--- config.mk ---
export PLATFORM = sky130hd
export DESIGN_NAME = pointer_motion_feedback_features
export DESIGN_NICKNAME = d
export VERILOG_FILES = /design/src/sv/pmff_pkg.sv /design/src/sv/pmff_ctrl.sv /design/src/sv/pmff_datapath.sv /design/src/sv/pointer_motion_feedback_features.sv
export SDC_FILE = /design/constraint.sdc
export NUM_CORES = 2
export LEC_CHECK = 0
export BUFFER_PORTS_ARGS = -buffer_cell sky130_fd_sc_hd__buf_2
export CAP_MARGIN = 10
export CORE_MARGIN = 2
export CORE_UTILIZATION = 31
export DETAILED_ROUTE_END_ITERATION = 12
export GPL_ROUTABILITY_DRIVEN = 0
export HOLD_SLACK_MARGIN = 0.1
export PLACE_DENSITY_LB_ADDON = 0.08
export SLEW_MARGIN = 25
export SYNTH_ARGS = -nofsm -noshare
export SYNTH_HDL_FRONTEND = slang
export SYNTH_SLANG_ARGS = --single-unit
--- constraint.sdc ---
create_clock -name aclk -period 20.5 [get_ports aclk]
set_input_delay 1.025 -clock aclk [delete_from_list [all_inputs] [get_ports aclk]]
set_output_delay 1.025 -clock aclk [all_outputs]
set_load 0.03 [all_outputs]
--- src/sv/pmff_pkg.sv ---
package pmff_pkg;

    localparam int POS_W      = 16;
    localparam int IN_W       = 136;
    localparam int CODE_W     = 6;
    localparam int VAL_W      = 32;
    localparam int DECAY_W    = 16;
    localparam int CNT_W      = 15;
    localparam int VEC_W      = 20;
    localparam int PROD_W     = 2 * VEC_W;
    localparam int CURV_W     = PROD_W + 1;
    localparam int SS_W       = 38;
    localparam int ROOT_W     = 19;
    localparam int ROOT_STEPS = 19;
    localparam int DIV_STEPS  = 32;
    localparam int ITER_W     = 5;
    localparam int Q_W        = 17;
    localparam int REC_W      = 18;

    localparam logic [DECAY_W-1:0] DECAY_RESET = 16'd100;
    localparam logic [CNT_W-1:0]   CNT_MAX     = 15'd32767;
    localparam logic [SS_W-1:0]    SLOW_LIMIT  = 38'd429496;
    localparam logic [Q_W-1:0]     ONE_Q16     = 17'h10000;

    localparam logic [3:0] OP_NONE   = 4'd0;
    localparam logic [3:0] OP_LOAD   = 4'd1;
    localparam logic [3:0] OP_PREP   = 4'd2;
    localparam logic [3:0] OP_SQA    = 4'd3;
    localparam logic [3:0] OP_SQB    = 4'd4;
    localparam logic [3:0] OP_ROOT   = 4'd5;
    localparam logic [3:0] OP_MSTORE = 4'd6;
    localparam logic [3:0] OP_CURVA  = 4'd7;
    localparam logic [3:0] OP_CURVB  = 4'd8;
    localparam logic [3:0] OP_DINIT  = 4'd9;
    localparam logic [3:0] OP_DSTEP  = 4'd10;
    localparam logic [3:0] OP_DSTORE = 4'd11;
    localparam logic [3:0] OP_COMMIT = 4'd12;

    localparam logic [2:0] JOB_ERR  = 3'd0;
    localparam logic [2:0] JOB_CG   = 3'd1;
    localparam logic [2:0] JOB_GR   = 3'd2;
    localparam logic [2:0] JOB_VEL  = 3'd3;
    localparam logic [2:0] JOB_ACC  = 3'd4;
    localparam logic [2:0] JOB_JERK = 3'd5;

    localparam logic [2:0] DIV_DECAY = 3'd0;
    localparam logic [2:0] DIV_COS   = 3'd1;
    localparam logic [2:0] DIV_SIN   = 3'd2;

    localparam logic [5:0] F_ERR_XP = 6'd0,  F_ERR_XN = 6'd1,  F_ERR_YP = 6'd2;
    localparam logic [5:0] F_ERR_YN = 6'd3,  F_ERR_MAG = 6'd4, F_ERR_DELTA = 6'd5;
    localparam logic [5:0] F_PRED_L = 6'd6,  F_PRED_R = 6'd7,  F_WAS_L = 6'd8;
    localparam logic [5:0] F_WAS_R = 6'd9,   F_DECAY = 6'd10,  F_CG_XP = 6'd11;
    localparam logic [5:0] F_CG_XN = 6'd12,  F_CG_YP = 6'd13,  F_CG_YN = 6'd14;
    localparam logic [5:0] F_CG_MAG = 6'd15, F_CG_DELTA = 6'd16, F_GR_XP = 6'd17;
    localparam logic [5:0] F_GR_XN = 6'd18,  F_GR_YP = 6'd19,  F_GR_YN = 6'd20;
    localparam logic [5:0] F_GR_MAG = 6'd21, F_GR_DELTA = 6'd22, F_V_XP = 6'd23;
    localparam logic [5:0] F_V_XN = 6'd24,   F_V_YP = 6'd25,   F_V_YN = 6'd26;
    localparam logic [5:0] F_SPEED = 6'd27,  F_A_XP = 6'd28,   F_A_XN = 6'd29;
    localparam logic [5:0] F_A_YP = 6'd30,   F_A_YN = 6'd31,   F_A_MAG = 6'd32;
    localparam logic [5:0] F_J_XP = 6'd33,   F_J_XN = 6'd34,   F_J_YP = 6'd35;
    localparam logic [5:0] F_J_YN = 6'd36,   F_J_MAG = 6'd37,  F_CURV_R = 6'd38;
    localparam logic [5:0] F_CURV_L = 6'd39, F_COS_P = 6'd40,  F_COS_N = 6'd41;
    localparam logic [5:0] F_SIN_P = 6'd42,  F_SIN_N = 6'd43,  F_HOLD_L = 6'd44;
    localparam logic [5:0] F_HOLD_R = 6'd45, F_IDLE = 6'd46;

    typedef struct packed {
        logic [3:0]        op;
        logic [2:0]        job;
        logic              load_out;
        logic [CODE_W-1:0] code;
    } pmff_cmd_t;

    typedef struct packed {
        logic out_free;
    } pmff_sts_t;

    function automatic logic [Q_W-1:0] clamp_pos(input logic signed [CURV_W-1:0] v);
        logic [Q_W-1:0] r;
        if (v < 0) begin
            r = '0;
        end else if (v > CURV_W'(65536)) begin
            r = ONE_Q16;
        end else begin
            r = v[Q_W-1:0];
        end
        return r;
    endfunction

    function automatic logic [Q_W-1:0] clamp_mag(input logic [ROOT_W-1:0] m);
        return (m > ROOT_W'(ONE_Q16)) ? ONE_Q16 : m[Q_W-1:0];
    endfunction

    function automatic logic [VAL_W-1:0] fpos(input logic signed [CURV_W-1:0] v);
        return {{(VAL_W-Q_W){1'b0}}, clamp_pos(v)};
    endfunction

    function automatic logic [VAL_W-1:0] fneg(input logic signed [CURV_W-1:0] v);
        return {{(VAL_W-Q_W){1'b0}}, clamp_pos(-v)};
    endfunction

endpackage

--- src/sv/pmff_ctrl.sv ---
module pmff_ctrl (
    input  logic                 aclk,
    input  logic                 aresetn,
    input  logic                 s_tvalid,
    output logic                 s_tready,
    output pmff_pkg::pmff_cmd_t  cmd,
    input  pmff_pkg::pmff_sts_t  sts
);
    import pmff_pkg::*;

    localparam logic [3:0] ST_IDLE   = 4'd0;
    localparam logic [3:0] ST_PREP   = 4'd1;
    localparam logic [3:0] ST_SQA    = 4'd2;
    localparam logic [3:0] ST_SQB    = 4'd3;
    localparam logic [3:0] ST_ROOT   = 4'd4;
    localparam logic [3:0] ST_MSTORE = 4'd5;
    localparam logic [3:0] ST_CURVA  = 4'd6;
    localparam logic [3:0] ST_CURVB  = 4'd7;
    localparam logic [3:0] ST_DINIT  = 4'd8;
    localparam logic [3:0] ST_DSTEP  = 4'd9;
    localparam logic [3:0] ST_DSTORE = 4'd10;
    localparam logic [3:0] ST_COMMIT = 4'd11;
    localparam logic [3:0] ST_EMIT   = 4'd12;

    logic [3:0]        state_reg, state_next;
    logic [2:0]        job_reg, job_next;
    logic [ITER_W-1:0] iter_reg, iter_next;
    logic [CODE_W-1:0] code_reg, code_next;

    assign s_tready = (state_reg == ST_IDLE);

    always_comb begin
        state_next   = state_reg;
        job_next     = job_reg;
        iter_next    = iter_reg;
        code_next    = code_reg;
        cmd.op       = OP_NONE;
        cmd.job      = job_reg;
        cmd.load_out = 1'b0;
        cmd.code     = code_reg;
        unique case (state_reg)
            ST_IDLE: begin
                if (s_tvalid) begin
                    cmd.op     = OP_LOAD;
                    state_next = ST_PREP;
                end
            end
            ST_PREP: begin
                cmd.op     = OP_PREP;
                job_next   = JOB_ERR;
                state_next = ST_SQA;
            end
            ST_SQA: begin
                cmd.op     = OP_SQA;
                state_next = ST_SQB;
            end
            ST_SQB: begin
                cmd.op     = OP_SQB;
                iter_next  = '0;
                state_next = ST_ROOT;
            end
            ST_ROOT: begin
                cmd.op    = OP_ROOT;
                iter_next = iter_reg + 1'b1;
                if (iter_reg == ITER_W'(ROOT_STEPS - 1)) begin
                    state_next = ST_MSTORE;
                end
            end
            ST_MSTORE: begin
                cmd.op = OP_MSTORE;
                if (job_reg == JOB_JERK) begin
                    state_next = ST_CURVA;
                end else begin
                    job_next   = job_reg + 1'b1;
                    state_next = ST_SQA;
                end
            end
            ST_CURVA: begin
                cmd.op     = OP_CURVA;
                state_next = ST_CURVB;
            end
            ST_CURVB: begin
                cmd.op     = OP_CURVB;
                job_next   = DIV_DECAY;
                state_next = ST_DINIT;
            end
            ST_DINIT: begin
                cmd.op     = OP_DINIT;
                iter_next  = '0;
                state_next = ST_DSTEP;
            end
            ST_DSTEP: begin
                cmd.op    = OP_DSTEP;
                iter_next = iter_reg + 1'b1;
                if (iter_reg == ITER_W'(DIV_STEPS - 1)) begin
                    state_next = ST_DSTORE;
                end
            end
            ST_DSTORE: begin
                cmd.op = OP_DSTORE;
                if (job_reg == DIV_SIN) begin
                    state_next = ST_COMMIT;
                end else begin
                    job_next   = job_reg + 1'b1;
                    state_next = ST_DINIT;
                end
            end
            ST_COMMIT: begin
                cmd.op     = OP_COMMIT;
                code_next  = F_ERR_XP;
                state_next = ST_EMIT;
            end
            ST_EMIT: begin
                if (sts.out_free) begin
                    cmd.load_out = 1'b1;
                    code_next    = code_reg + 1'b1;
                    if (code_reg == F_IDLE) begin
                        state_next = ST_IDLE;
                    end
                end
            end
            default: begin
                state_next = ST_IDLE;
            end
        endcase
    end

    always_ff @(posedge aclk) begin
        if (!aresetn) begin
            state_reg <= ST_IDLE;
            job_reg   <= '0;
            iter_reg  <= '0;
            code_reg  <= '0;
        end else begin
            state_reg <= state_next;
            job_reg   <= job_next;
            iter_reg  <= iter_next;
            code_reg  <= code_next;
        end
    end

    a_accept_starts: assert property (@(posedge aclk) disable iff (!aresetn)
        (s_tvalid && s_tready) |=> (state_reg == ST_PREP))
        else $error("accepted transfer did not start the computation");

    a_last_returns_idle: assert property (@(posedge aclk) disable iff (!aresetn)
        (cmd.load_out && code_reg == F_IDLE) |=> (state_reg == ST_IDLE))
        else $error("last feature did not return to idle");

    a_job_range: assert property (@(posedge aclk) disable iff (!aresetn)
        (job_reg <= JOB_JERK))
        else $error("job index out of range");

    a_emit_free: assert property (@(posedge aclk) disable iff (!aresetn)
        cmd.load_out |-> (state_reg == ST_EMIT && sts.out_free))
        else $error("output loaded while busy");

endmodule

--- src/sv/pmff_datapath.sv ---
module pmff_datapath (
    input  logic                          aclk,
    input  logic                          aresetn,
    input  pmff_pkg::pmff_cmd_t           cmd,
    output pmff_pkg::pmff_sts_t           sts,
    input  logic [pmff_pkg::IN_W-1:0]     s_tdata,
    input  logic                          cfg_we,
    input  logic [pmff_pkg::DECAY_W-1:0]  cfg_wdata,
    output logic                          m_tvalid,
    input  logic                          m_tready,
    output logic [pmff_pkg::VAL_W-1:0]    m_tdata,
    output logic [pmff_pkg::CODE_W-1:0]   m_tuser,
    output logic                          m_tlast
);
    import pmff_pkg::*;

    // latched transfer
    logic [31:0]       tick_reg;
    logic [POS_W-1:0]  rx_reg, ry_reg, gx_reg, gy_reg, ls_reg, rs_reg;
    logic              ll_reg, rl_reg, press_reg;

    // block state
    logic [DECAY_W-1:0]     decay_reg;
    logic [POS_W-1:0]       prev_x_reg, prev_y_reg, cpx_reg, cpy_reg;
    logic signed [REC_W-1:0] pvx_reg, pvy_reg, pax_reg, pay_reg;
    logic [31:0]            ctick_reg;
    logic                   seen_reg;
    logic signed [REC_W-1:0] rec_reg [0:5];
    logic signed [REC_W-1:0] dist0_reg, dist1_reg, d16_reg, d22_reg;
    logic [3:0]             flags_reg;
    logic [CNT_W-1:0]       hold_l_reg, hold_r_reg, idle_reg;

    // working registers
    logic signed [VEC_W-1:0] ex_reg, ey_reg, cgx_reg, cgy_reg, grx_reg, gry_reg;
    logic signed [VEC_W-1:0] vx_reg, vy_reg, ax_reg, ay_reg, jx_reg, jy_reg;
    logic signed [PROD_W-1:0] sq_reg;
    logic [SS_W-1:0]         root_n_reg, root_r_reg, root_bit_reg, ssv_reg;
    logic [ROOT_W-1:0]       mag_e_reg, mag_cg_reg, mag_gr_reg, mag_v_reg;
    logic [ROOT_W-1:0]       mag_a_reg, mag_j_reg;
    logic signed [CURV_W-1:0] curv_reg;
    logic [31:0]             div_num_reg;
    logic [Q_W-1:0]          div_rem_reg, div_den_reg;
    logic [Q_W-1:0]          dec_val_reg, cos_q_reg, sin_q_reg;

    // output stage
    logic                    out_valid_reg;
    logic [VAL_W-1:0]        out_val_reg;
    logic [CODE_W-1:0]       out_code_reg;
    logic                    out_last_reg;

    logic signed [VEC_W-1:0] rx_s, ry_s, gx_s, gy_s, cx_s, cy_s, px_s, py_s;
    logic signed [VEC_W-1:0] vx_c, vy_c, ax_c, ay_c;
    logic signed [VEC_W-1:0] sel_a, sel_b, mul_a, mul_b, vx_abs, vy_abs;
    logic signed [PROD_W-1:0] prod;
    logic [SS_W-1:0]         ss_sum, trial;
    logic [31:0]             cte, age;
    logic                    seen_eff, decay_live, slow;
    logic [Q_W:0]            rem_sh;
    logic                    rem_ge;
    logic [CURV_W-1:0]       curv_abs;
    logic [Q_W-1:0]          curv_q;
    logic [Q_W-1:0]          mag_e_c, mag_cg_c, mag_gr_c;
    logic [VAL_W-1:0]        feat;

    assign rx_s = signed'({{(VEC_W-POS_W){1'b0}}, rx_reg});
    assign ry_s = signed'({{(VEC_W-POS_W){1'b0}}, ry_reg});
    assign gx_s = signed'({{(VEC_W-POS_W){1'b0}}, gx_reg});
    assign gy_s = signed'({{(VEC_W-POS_W){1'b0}}, gy_reg});
    assign cx_s = press_reg ? rx_s : signed'({{(VEC_W-POS_W){1'b0}}, cpx_reg});
    assign cy_s = press_reg ? ry_s : signed'({{(VEC_W-POS_W){1'b0}}, cpy_reg});
    assign px_s = signed'({{(VEC_W-POS_W){1'b0}}, prev_x_reg});
    assign py_s = signed'({{(VEC_W-POS_W){1'b0}}, prev_y_reg});
    assign vx_c = rx_s - px_s;
    assign vy_c = ry_s - py_s;
    assign ax_c = vx_c - VEC_W'(pvx_reg);
    assign ay_c = vy_c - VEC_W'(pvy_reg);

    assign cte        = press_reg ? tick_reg : ctick_reg;
    assign age        = tick_reg - cte;
    assign seen_eff   = press_reg | seen_reg;
    assign decay_live = seen_eff && (age < {16'd0, decay_reg});
    assign slow       = (ssv_reg <= SLOW_LIMIT);
    assign vx_abs     = vx_reg[VEC_W-1] ? -vx_reg : vx_reg;
    assign vy_abs     = vy_reg[VEC_W-1] ? -vy_reg : vy_reg;

    always_comb begin
        case (cmd.job)
            JOB_ERR:  begin sel_a = ex_reg;  sel_b = ey_reg;  end
            JOB_CG:   begin sel_a = cgx_reg; sel_b = cgy_reg; end
            JOB_GR:   begin sel_a = grx_reg; sel_b = gry_reg; end
            JOB_VEL:  begin sel_a = vx_reg;  sel_b = vy_reg;  end
            JOB_ACC:  begin sel_a = ax_reg;  sel_b = ay_reg;  end
            default:  begin sel_a = jx_reg;  sel_b = jy_reg;  end
        endcase
        case (cmd.op)
            OP_SQA:   begin mul_a = sel_a;  mul_b = sel_a;  end
            OP_SQB:   begin mul_a = sel_b;  mul_b = sel_b;  end
            OP_CURVB: begin mul_a = vy_reg; mul_b = ax_reg; end
            default:  begin mul_a = vx_reg; mul_b = ay_reg; end
        endcase
    end

    assign prod   = mul_a * mul_b;
    assign ss_sum = sq_reg[SS_W-1:0] + prod[SS_W-1:0];
    assign trial  = root_r_reg + root_bit_reg;
    assign rem_sh = {div_rem_reg, div_num_reg[31]};
    assign rem_ge = (rem_sh >= {1'b0, div_den_reg});

    assign curv_abs = curv_reg[CURV_W-1] ? CURV_W'(-curv_reg) : CURV_W'(curv_reg);
    assign curv_q   = clamp_pos(signed'({16'd0, curv_abs[CURV_W-1:16]}));
    assign mag_e_c  = clamp_mag(mag_e_reg);
    assign mag_cg_c = clamp_mag(mag_cg_reg);
    assign mag_gr_c = clamp_mag(mag_gr_reg);

    // working datapath
    always_ff @(posedge aclk) begin
        case (cmd.op)
            OP_LOAD: begin
                tick_reg  <= s_tdata[31:0];
                rx_reg    <= s_tdata[47:32];
                ry_reg    <= s_tdata[63:48];
                gx_reg    <= s_tdata[79:64];
                gy_reg    <= s_tdata[95:80];
                ll_reg    <= s_tdata[96];
                rl_reg    <= s_tdata[97];
                press_reg <= s_tdata[98] | s_tdata[99];
                ls_reg    <= s_tdata[115:100];
                rs_reg    <= s_tdata[131:116];
            end
            OP_PREP: begin
                ex_reg  <= rx_s - gx_s;
                ey_reg  <= ry_s - gy_s;
                cgx_reg <= cx_s - gx_s;
                cgy_reg <= cy_s - gy_s;
                grx_reg <= gx_s - rx_s;
                gry_reg <= gy_s - ry_s;
                vx_reg  <= vx_c;
                vy_reg  <= vy_c;
                ax_reg  <= ax_c;
                ay_reg  <= ay_c;
                jx_reg  <= ax_c - VEC_W'(pax_reg);
                jy_reg  <= ay_c - VEC_W'(pay_reg);
            end
            OP_SQA, OP_CURVA: begin
                sq_reg <= prod;
            end
            OP_SQB: begin
                root_n_reg   <= ss_sum;
                root_r_reg   <= '0;
                root_bit_reg <= SS_W'(1) << (2 * (ROOT_STEPS - 1));
                if (cmd.job == JOB_VEL) begin
                    ssv_reg <= ss_sum;
                end
            end
            OP_ROOT: begin
                if (root_n_reg >= trial) begin
                    root_n_reg <= root_n_reg - trial;
                    root_r_reg <= (root_r_reg >> 1) + root_bit_reg;
                end else begin
                    root_r_reg <= root_r_reg >> 1;
                end
                root_bit_reg <= root_bit_reg >> 2;
            end
            OP_MSTORE: begin
                case (cmd.job)
                    JOB_ERR: mag_e_reg  <= root_r_reg[ROOT_W-1:0];
                    JOB_CG:  mag_cg_reg <= root_r_reg[ROOT_W-1:0];
                    JOB_GR:  mag_gr_reg <= root_r_reg[ROOT_W-1:0];
                    JOB_VEL: mag_v_reg  <= root_r_reg[ROOT_W-1:0];
                    JOB_ACC: mag_a_reg  <= root_r_reg[ROOT_W-1:0];
                    default: mag_j_reg  <= root_r_reg[ROOT_W-1:0];
                endcase
            end
            OP_CURVB: begin
                curv_reg <= CURV_W'(sq_reg) - CURV_W'(prod);
            end
            OP_DINIT: begin
                div_rem_reg <= '0;
                case (cmd.job)
                    DIV_DECAY: begin
                        div_num_reg <= {decay_reg - age[15:0], 16'd0};
                        div_den_reg <= {1'b0, decay_reg};
                    end
                    DIV_COS: begin
                        div_num_reg <= {vx_abs[POS_W-1:0], 16'd0};
                        div_den_reg <= mag_v_reg[Q_W-1:0];
                    end
                    default: begin
                        div_num_reg <= {vy_abs[POS_W-1:0], 16'd0};
                        div_den_reg <= mag_v_reg[Q_W-1:0];
                    end
                endcase
            end
            OP_DSTEP: begin
                div_rem_reg <= rem_ge ? Q_W'(rem_sh - {1'b0, div_den_reg}) : rem_sh[Q_W-1:0];
                div_num_reg <= {div_num_reg[30:0], rem_ge};
            end
            OP_DSTORE: begin
                case (cmd.job)
                    DIV_DECAY: dec_val_reg <= decay_live ? div_num_reg[Q_W-1:0] : '0;
                    DIV_COS:   cos_q_reg   <= div_num_reg[Q_W-1:0];
                    default:   sin_q_reg   <= div_num_reg[Q_W-1:0];
                endcase
            end
            OP_COMMIT: begin
                d22_reg <= signed'({1'b0, mag_gr_c}) - dist1_reg;
                d16_reg <= seen_eff ? signed'({1'b0, mag_cg_c}) - dist0_reg : '0;
            end
            default: begin
            end
        endcase
    end

    // architectural state
    always_ff @(posedge aclk) begin
        if (!aresetn) begin
            decay_reg  <= DECAY_RESET;
            prev_x_reg <= '0;
            prev_y_reg <= '0;
            cpx_reg    <= '0;
            cpy_reg    <= '0;
            pvx_reg    <= '0;
            pvy_reg    <= '0;
            pax_reg    <= '0;
            pay_reg    <= '0;
            ctick_reg  <= '0;
            seen_reg   <= 1'b0;
            for (int i = 0; i < 6; i++) begin
                rec_reg[i] <= '0;
            end
            dist0_reg  <= '0;
            dist1_reg  <= '0;
            flags_reg  <= '0;
            hold_l_reg <= '0;
            hold_r_reg <= '0;
            idle_reg   <= '0;
        end else begin
            if (cfg_we) begin
                decay_reg <= (cfg_wdata == '0) ? DECAY_W'(1) : cfg_wdata;
            end
            if (cmd.op == OP_COMMIT) begin
                if (press_reg) begin
                    ctick_reg  <= tick_reg;
                    seen_reg   <= 1'b1;
                    rec_reg[0] <= signed'({1'b0, clamp_pos(CURV_W'(ex_reg))});
                    rec_reg[1] <= signed'({1'b0, clamp_pos(-CURV_W'(ex_reg))});
                    rec_reg[2] <= signed'({1'b0, clamp_pos(CURV_W'(ey_reg))});
                    rec_reg[3] <= signed'({1'b0, clamp_pos(-CURV_W'(ey_reg))});
                    rec_reg[4] <= signed'({1'b0, mag_e_c});
                    rec_reg[5] <= signed'({1'b0, mag_e_c}) - rec_reg[4];
                    flags_reg  <= {rl_reg, ll_reg, rl_reg && (rs_reg > ls_reg),
                                   ll_reg && (ls_reg > rs_reg)};
                    cpx_reg    <= rx_reg;
                    cpy_reg    <= ry_reg;
                end
                dist0_reg  <= seen_eff ? signed'({1'b0, mag_cg_c}) : '0;
                dist1_reg  <= signed'({1'b0, mag_gr_c});
                hold_l_reg <= !ll_reg ? '0 :
                              (hold_l_reg >= CNT_MAX) ? CNT_MAX : hold_l_reg + 1'b1;
                hold_r_reg <= !rl_reg ? '0 :
                              (hold_r_reg >= CNT_MAX) ? CNT_MAX : hold_r_reg + 1'b1;
                idle_reg   <= !slow ? '0 :
                              (idle_reg >= CNT_MAX) ? CNT_MAX : idle_reg + 1'b1;
                prev_x_reg <= rx_reg;
                prev_y_reg <= ry_reg;
                pvx_reg    <= REC_W'(vx_reg);
                pvy_reg    <= REC_W'(vy_reg);
                pax_reg    <= signed'({1'b0, clamp_pos(CURV_W'(ax_reg))})
                              - signed'({1'b0, clamp_pos(-CURV_W'(ax_reg))});
                pay_reg    <= signed'({1'b0, clamp_pos(CURV_W'(ay_reg))})
                              - signed'({1'b0, clamp_pos(-CURV_W'(ay_reg))});
            end
        end
    end

    // feature select
    always_comb begin
        case (cmd.code)
            F_ERR_XP:    feat = VAL_W'(rec_reg[0]);
            F_ERR_XN:    feat = VAL_W'(rec_reg[1]);
            F_ERR_YP:    feat = VAL_W'(rec_reg[2]);
            F_ERR_YN:    feat = VAL_W'(rec_reg[3]);
            F_ERR_MAG:   feat = VAL_W'(rec_reg[4]);
            F_ERR_DELTA: feat = VAL_W'(rec_reg[5]);
            F_PRED_L:    feat = flags_reg[0] ? VAL_W'(ONE_Q16) : '0;
            F_PRED_R:    feat = flags_reg[1] ? VAL_W'(ONE_Q16) : '0;
            F_WAS_L:     feat = flags_reg[2] ? VAL_W'(ONE_Q16) : '0;
            F_WAS_R:     feat = flags_reg[3] ? VAL_W'(ONE_Q16) : '0;
            F_DECAY:     feat = VAL_W'(dec_val_reg);
            F_CG_XP:     feat = seen_reg ? fpos(CURV_W'(cgx_reg)) : '0;
            F_CG_XN:     feat = seen_reg ? fneg(CURV_W'(cgx_reg)) : '0;
            F_CG_YP:     feat = seen_reg ? fpos(CURV_W'(cgy_reg)) : '0;
            F_CG_YN:     feat = seen_reg ? fneg(CURV_W'(cgy_reg)) : '0;
            F_CG_MAG:    feat = VAL_W'(dist0_reg);
            F_CG_DELTA:  feat = VAL_W'(d16_reg);
            F_GR_XP:     feat = fpos(CURV_W'(grx_reg));
            F_GR_XN:     feat = fneg(CURV_W'(grx_reg));
            F_GR_YP:     feat = fpos(CURV_W'(gry_reg));
            F_GR_YN:     feat = fneg(CURV_W'(gry_reg));
            F_GR_MAG:    feat = VAL_W'(dist1_reg);
            F_GR_DELTA:  feat = VAL_W'(d22_reg);
            F_V_XP:      feat = fpos(CURV_W'(vx_reg));
            F_V_XN:      feat = fneg(CURV_W'(vx_reg));
            F_V_YP:      feat = fpos(CURV_W'(vy_reg));
            F_V_YN:      feat = fneg(CURV_W'(vy_reg));
            F_SPEED:     feat = VAL_W'(clamp_mag(mag_v_reg));
            F_A_XP:      feat = fpos(CURV_W'(ax_reg));
            F_A_XN:      feat = fneg(CURV_W'(ax_reg));
            F_A_YP:      feat = fpos(CURV_W'(ay_reg));
            F_A_YN:      feat = fneg(CURV_W'(ay_reg));
            F_A_MAG:     feat = VAL_W'(clamp_mag(mag_a_reg));
            F_J_XP:      feat = fpos(CURV_W'(jx_reg));
            F_J_XN:      feat = fneg(CURV_W'(jx_reg));
            F_J_YP:      feat = fpos(CURV_W'(jy_reg));
            F_J_YN:      feat = fneg(CURV_W'(jy_reg));
            F_J_MAG:     feat = VAL_W'(clamp_mag(mag_j_reg));
            F_CURV_R:    feat = curv_reg[CURV_W-1] ? '0 : VAL_W'(curv_q);
            F_CURV_L:    feat = curv_reg[CURV_W-1] ? VAL_W'(curv_q) : '0;
            F_COS_P:     feat = (slow || vx_reg[VEC_W-1]) ? '0 : VAL_W'(cos_q_reg);
            F_COS_N:     feat = (slow || !vx_reg[VEC_W-1]) ? '0 : VAL_W'(cos_q_reg);
            F_SIN_P:     feat = (slow || vy_reg[VEC_W-1]) ? '0 : VAL_W'(sin_q_reg);
            F_SIN_N:     feat = (slow || !vy_reg[VEC_W-1]) ? '0 : VAL_W'(sin_q_reg);
            F_HOLD_L:    feat = {{(VAL_W-CNT_W-16){1'b0}}, hold_l_reg, 16'd0};
            F_HOLD_R:    feat = {{(VAL_W-CNT_W-16){1'b0}}, hold_r_reg, 16'd0};
            F_IDLE:      feat = {{(VAL_W-CNT_W-16){1'b0}}, idle_reg, 16'd0};
            default:     feat = '0;
        endcase
    end

    // output register
    always_ff @(posedge aclk) begin
        if (!aresetn) begin
            out_valid_reg <= 1'b0;
        end else if (cmd.load_out) begin
            out_valid_reg <= 1'b1;
        end else if (m_tready) begin
            out_valid_reg <= 1'b0;
        end
    end

    always_ff @(posedge aclk) begin
        if (cmd.load_out) begin
            out_val_reg  <= feat;
            out_code_reg <= cmd.code;
            out_last_reg <= (cmd.code == F_IDLE);
        end
    end

    assign sts.out_free = !out_valid_reg || m_tready;
    assign m_tvalid     = out_valid_reg;
    assign m_tdata      = out_val_reg;
    assign m_tuser      = out_code_reg;
    assign m_tlast      = out_last_reg;

endmodule

--- src/sv/pointer_motion_feedback_features.sv ---
// Pointer motion feedback features.
// Input stream (s_*): one transfer per pointer tick carrying the tick number,
// real and predicted position, button levels, press edges and the two
// predicted button scores. Output stream (m_*): 47 transfers per tick, the
// feature value in m_tdata (signed Q15.16), its code in m_tuser, and m_tlast
// on the final feature of the tick.
// The block works on one tick at a time. After a transfer is taken it runs
// six magnitudes through an iterative square root, then the curvature
// products, then three 32-step divisions, then the state commit, followed by
// the 47 output transfers. s_tready is high only between ticks, so a new
// tick is not taken before the last one is through.
// A stalled receiver holds the output register; the feature sequence waits
// and resumes without loss. cfg_we writes decay_ticks (0 is stored as 1).
// Reset (aresetn low, synchronous) clears all history and counters and
// sets decay_ticks to 100.
module pointer_motion_feedback_features (
    input  logic          aclk,
    input  logic          aresetn,
    input  logic          s_tvalid,
    output logic          s_tready,
    // tick, real_x, real_y, guess_x, guess_y, left_level, right_level,
    // left_edge, right_edge, guess_left_score, guess_right_score, zero pad
    input  logic [135:0]  s_tdata,
    output logic          m_tvalid,
    input  logic          m_tready,
    // feature_value
    output logic [31:0]   m_tdata,
    // feature_code
    output logic [5:0]    m_tuser,
    output logic          m_tlast,
    input  logic          cfg_we,
    input  logic [15:0]   cfg_wdata
);
    import pmff_pkg::*;

    pmff_cmd_t cmd;
    pmff_sts_t sts;

    pmff_ctrl u_ctrl (
        .aclk     (aclk),
        .aresetn  (aresetn),
        .s_tvalid (s_tvalid),
        .s_tready (s_tready),
        .cmd      (cmd),
        .sts      (sts)
    );

    pmff_datapath u_datapath (
        .aclk      (aclk),
        .aresetn   (aresetn),
        .cmd       (cmd),
        .sts       (sts),
        .s_tdata   (s_tdata),
        .cfg_we    (cfg_we),
        .cfg_wdata (cfg_wdata),
        .m_tvalid  (m_tvalid),
        .m_tready  (m_tready),
        .m_tdata   (m_tdata),
        .m_tuser   (m_tuser),
        .m_tlast   (m_tlast)
    );

endmodule
### Word-level counts from Yosys, hierarchy flattened

Memory sizes are Yosys's and may differ from the RTL's.
Cells that the tools add are included.

* order comparisons: 64
* bitwise logic cells: 10
* multiply operators: 1
* equal/unequal tests: 85
* reductions and logical operators: 42
* mux-type cells: 149
* add/sub/neg operators: 46

Operator list (number)
* 17-bit two-way mux: 91
* 32-bit case mux with 47 select lines: 1
* 41-bit by 18-bit > comparator with 1-bit output (second input constant): 12
* 41-bit by 1-bit < comparator with 1-bit output (second input constant): 12
* 17-bit negator with 41-bit output: 6
* 20-bit negator with 41-bit output: 6
* 38-bit case mux with 2 select lines: 3
* 20-bit case mux with 5 select lines: 2
* 32-bit case mux with 2 select lines: 2
* 20-bit by 18-bit > comparator with 1-bit output (second input constant): 6
* 20-bit by 1-bit < comparator with 1-bit output (second input constant): 6
* 20-bit case mux with 3 select lines: 2
* 19-bit by 17-bit > comparator with 1-bit output (second input constant): 6
* 17-bit by 18-bit > comparator with 1-bit output (second input constant): 6
* 18-bit two-way mux: 6
* 17-bit by 1-bit < comparator with 1-bit output (second input constant): 6
* 16-bit by 16-bit subtractor with 17-bit output: 6
* 6-bit by 5-bit == test with 1-bit output (second input constant): 16
* 16-bit two-way mux: 6
* 6-bit == test (second input constant): 15
* 15-bit two-way mux: 6
* 17-bit by 17-bit subtractor with 18-bit output: 5
* 38-bit adder: 2
* 38-bit two-way mux: 2
* other kinds (67): 166

* register bits: 1178
* memory bits (writable): 108
* word-level logic and storage cells: 466
* memories: 1
* output and inout bits: 41
* bits of input ports: 157

Memories
* u_datapath.rec_reg: words 6, bits a word 18, rd ports 6, clocked after Yosys merged registers in 0, write ports 6, line pmff_datapath.sv:28 `logic signed [REC_W-1:0] rec_reg [0:5];`

### Depth between registers and ports, before layout

* depth after elaboration: 8
* mapped depth: 53
* depth with buffers taken out: 49

### Hierarchy

From an unflattened synthesis, not the netlist that was laid out.

* cell total of the unflattened synthesis: 10355
* area, all modules: 96218.5 µm²

Modules (own cells, without submodules)
* pmff_datapath: cells an instance 10204, sequential area each 34172.8 µm², times used 1, area an instance 94887.3 µm²
* pmff_ctrl: cells an instance 151, sequential area each 360.3 µm², times used 1, area an instance 1331.3 µm²

### Least setup slack after synthesis

Ideal clock, no wire load.

* path kind: register to register
* start point: reg u_ctrl.state_reg[0]
* end point: reg u_ctrl.job_reg[1]
* cell stages (with the launch flop): 7
* library setup time: 0.122 ns
* path slack: 3.401 ns
* path buffers: 1
* clock period less this slack: 17.099 ns
* data required time: 20.378 ns
* arrival time: 16.977 ns
* cells stage by stage: dfxtp_1 clkbuf_1 nand2_1 nor3_1 or2_2 or3b_2 a21boi_0

* longest elaborated chain between the ends: 4
* elaborated cells between the ends (all ways): 10
* those cells by class: 6 x eq/ne; 1 x mux; 3 x reduce/logical

Ends and longest elaborated chain
* start: declaration: line pmff_ctrl.sv:25 `logic [3:0] state_reg, state_next;`
* start signal: assignment: line pmff_ctrl.sv:135 `state_reg <= state_next;`
* 4-bit by 1-bit == test with 1-bit output / 4-bit by 3-bit == test with 1-bit output (equally long branches): line pmff_ctrl.sv:41 `unique case (state_reg)`
* 2-bit OR reduction (no source line)
* 3-bit nonzero test (no source line)
* 3-bit AND reduction (no source line)
* end signal: assignment: line pmff_ctrl.sv:136 `job_reg <= job_next;`
* end: declaration: line pmff_ctrl.sv:26 `logic [2:0] job_reg, job_next;`

Several ways; a longest one is shown, not always the timed one.
A chain may end at the register's enable or synchronous reset.

### Worst setup path in the final report

* start point: reg u_ctrl.job_reg[1]
* end point: reg u_datapath.root_n_reg[33] (data pin)

* longest elaborated chain between the ends: 6
* elaborated cells between the ends (all ways): 12
* those cells by class: 1 x add/sub; 1 x mul; 4 x eq/ne; 5 x mux; 1 x reduce/logical

Ends and longest elaborated chain
* 3-bit == test (tied with other cells): line pmff_datapath.sv:87 `case (cmd.job)`
* 20-bit case mux with 5 select lines: line pmff_datapath.sv:87
* 20-bit case mux with 3 select lines: line pmff_datapath.sv:95 `case (cmd.op)`
* 20-bit by 20-bit multiplier with 40-bit output (*): line pmff_datapath.sv:103 `assign prod = mul_a * mul_b;`
* net u_datapath.prod[27]: line pmff_datapath.sv:54 `logic signed [PROD_W-1:0] prod;`
* 38-bit adder (*): line pmff_datapath.sv:104 `assign ss_sum = sq_reg[SS_W-1:0] + prod[SS_W-1:0];`
* net u_datapath.ss_sum[33]: line pmff_datapath.sv:55 `logic [SS_W-1:0] ss_sum, trial;`
* 38-bit case mux with 2 select lines (*): line pmff_datapath.sv:117 `case (cmd.op)`
* end signal: assignment: line pmff_datapath.sv:148 `root_n_reg <= ss_sum;`
* end signal: assignment: line pmff_datapath.sv:157 `root_n_reg <= root_n_reg - trial;`
* end: declaration: line pmff_datapath.sv:37 `logic [SS_W-1:0] root_n_reg, root_r_reg, root_bit_reg, ssv_reg;`

Mark *: on every way through the listed nets, which the timed path passes. The rest lies on a longest branch.

==> metrics.md <==
| Metric | Value |
|---|---|
| Crit-path leading delay family | `adder cells` |
| Post-synthesis simple-gate area fraction | `17.0%` |
| Worst setup EP type | `flip-flop` |
| Arrival time of the worst setup path | `15.37 ns` |
| Synth Net Count | `11800` |
| Number of antenna violations at the first check in global routing | `48` |
| Mapped Cells | `10500` |
| Fin. max-slew vios | `0` |
| Fraction of registers with async set/reset | `0%` |
| Crit path time final | `14.66 ns` |
| Final core occ | `35.1%` |
| Setup TNS | `0 ns` |
| Post-Route WL | `394000 µm` |
| Clock Latency Late Sink | `0.87 ns` |
| Syn avg cell area | `9.24 µm²` |
| Number of synthesized register bits | `1253` |
| Synth Flop Type | `edfxtp_1` |
| Synth area leader | `edfxtp_1` |
| WS Path Type | `flip-flop to flip-flop` |
| Highest metal used | `met5` |
| Fin Clk Skew | `0.0526 ns` |
| Post-DRT Antenna Nets | `0` |
| Number of setup buffers added after CTS | `0` |
| Met2 WL | `171000 µm` |
| Die ar. | `318000 µm²` |
| Largest family of logic cells by synthesized area | `adder cells` |
| Longest Clk Path Bufs | `4` |
| Initial core utilization | `31.2%` |
| Clock Pin Slew Worst Setup and Hold Paths | `0.06 ns` |
| Max reg flops | `101` |
| Final Hold Fails | `0` |
| First-pass GRT wire length | `565000 µm` |
| Most common library cells after synthesis | `nand2_1 (1121), inv_1 (1116), edfxtp_1 (968)` |
| CP required | `21.22 ns` |
| Hold Path End | `u_datapath.ls_reg[6]` |
| Total track usage | `24.3%` |
| Core area | `312000 µm²` |
| RSZ-0062 raised after global routing | `false` |
| Synth warn | `0` |
| Count leader, synth | `nand2_1` |
| CTS tree | `yes` |
| Hold path cells | `1` |
| Final routed DRC violation total | `1` |
| Pin count of the biggest net entering global routing | `153` |
| Root buffer cell | `clkbuf_16` |
| Worst-Margin Slew | `1.32 ns` |
| Crit-path slowest cell | `o32ai_1` |
| Final period util | `71.5%` |
| Status | `complete, but fails checks` |
| Wire length on met3 | `32800 µm` |
| CP peak stage delay | `0.99 ns` |
| Total gr overflow | `0` |
| CP Max Fanout | `33` |
| DRT iter0 DRCs | `8946` |
| Num CTS Buffers | `167` |
| Drt pass-1 iters | `13` |
| Port Buffers | `193` |
| Row count | `205` |
| Die Ht | `564 µm` |
| Compound-Gate Fraction of Synth Area | `15.8%` |
| Number of nets in the layout | `11900` |
| FF-to-FF path depth | `44` |
| Flop2flop setup slack | `5.84 ns` |
| Number of gates resized after CTS | `0` |
| Synth cell types | `105` |
| CTS Hold Bufs | `0` |
| Top-area cell type share of the netlist area | `29.9%` |
| # H-tree levels | `4` |
| Wire per inst | `26.4 µm` |
| Xor and xnor fraction of the mapped netlist area | `5.86%` |
| R2r startpoint | `u_ctrl.job_reg[1]` |
| Vias in the first global route | `79000` |
| Crit path buf inv count | `6` |
| Cell area after synthesis | `97200 µm²` |
| IO Pins | `198` |
| Most used cell, CP | `fa_1` |
| Wl on met1 | `173000 µm` |
| Setup crit start | `u_ctrl.job_reg[1]` |
| Synth area leaders | `edfxtp_1 (30%), fa_1 (9.1%), ha_1 (8.7%)` |
| Startpoint types | `flip-flop` |
| FMAX | `68.2 MHz` |
| Ratio of cells with drive above 1 in the final layout | `8.71%` |
| Violated checks | `DRC` |
| Number of flops mapped to enable cells by yosys | `968` |
| Via count | `81200` |
| Worst Hold Launch | `s_tdata[106]` |
| Mux share of post-synthesis cell area | `1.43%` |
| Sequential share of the synthesized area | `35.8%` |
| Maxcap violations | `0` |
| FF-to-FF End | `u_datapath.root_n_reg[33]` |
| Synth Area in Adders | `17.8%` |
| Area grow syn2layout | `12.5%` |
| Die Span X | `564 µm` |
| Hpwl dp | `305000 µm` |
| Vias per cell | `5.44` |
| Clock sinks | `1253` |
| Class of the worst hold path | `input port to flip-flop` |
| Final setup viols | `0` |
| Slew HR | `10.9%` |
-- per-stage QoR --
step	cells	hold slack, ns	cell area (µm²)	setup slack (ns)
after global routing	14900	0.283	109000	5.34
after global placement	14600	0.433	104000	5.88
after detailed placement	14600	0.441	104000	5.91
after CTS	14900	0.273	109000	5.89
after floorplan	10500	0.403	97200	3.40
final	14900	0.326	109000	5.84
-- worst max path at each step --
stage,slack (ns),endpoint,depth (start not counted)
2_1_floorplan,3.40,u_ctrl.job_reg[1],6
3_3_place_gp,5.88,u_datapath.root_n_reg[33],49
3_5_place_dp,5.91,u_datapath.root_n_reg[33],46
4_1_cts,5.89,u_datapath.root_n_reg[33],46
5_1_grt,5.34,u_datapath.root_n_reg[33],46
6_report,5.84,u_datapath.root_n_reg[33],44
-- final cells by class --
class	instances	area, µm²
fillers	31900	203000
multi-input cells	7636	56700
flip-flops and latches	1253	34800
well taps	4140	5180
clock buffers	225	4650
inverters	1119	4210
repair buffers	438	2890
clock inverters	81	942
diodes	16	40.0
-- worst register-to-register path, delay by kind of cell, from the launching register on --
family | cells | cell delay (ns)
flops | 1 | 0.45
xor+xnor | 2 | 0.77
buf+inv | 6 | 1.49
compound gates | 15 | 4.46
fa+ha+maj | 11 | 4.70
simple gates | 9 | 2.40
mux | 1 | 0.29
-- cells in the final DEF (no fill, tap or decap), drive strengths merged, types with 141 or more instances in the layout --
master,netlist,layout
inv,1116,1121
nor3,217,217
xnor2,409,409
nand2,1122,1122
o21ai,498,498
a21oi,437,437
buf,52,436
xor2,241,241
edfxtp,968,968
fa,443,443
nand3,191,191
nor2b,160,160
dfxtp,285,285
ha,673,673
and2,188,188
nor2,869,869
a21boi,171,171
a22oi,141,141
and3,144,144
clkbuf,460,227
-- per-layer routing --
metal,track usage (%),vias up
met2,37.3,3208
met3,5.38,710
met4,9.36,16
met5,0,-
li1,-,37100
met1,33.1,40100
-- cell families after synthesis --
family | Yosys count
flip-flops | 1253
buffers and inverters | 1631
multiplexers | 131
AO/OA/AOI/OAI | 2262
adder cells (fa/ha/maj) | 1116
AND/OR/NAND/NOR | 3477
XOR/XNOR | 650
Power is not shown: default switching activity piles up to over one toggle a cycle in this logic, so the estimate is an artifact.
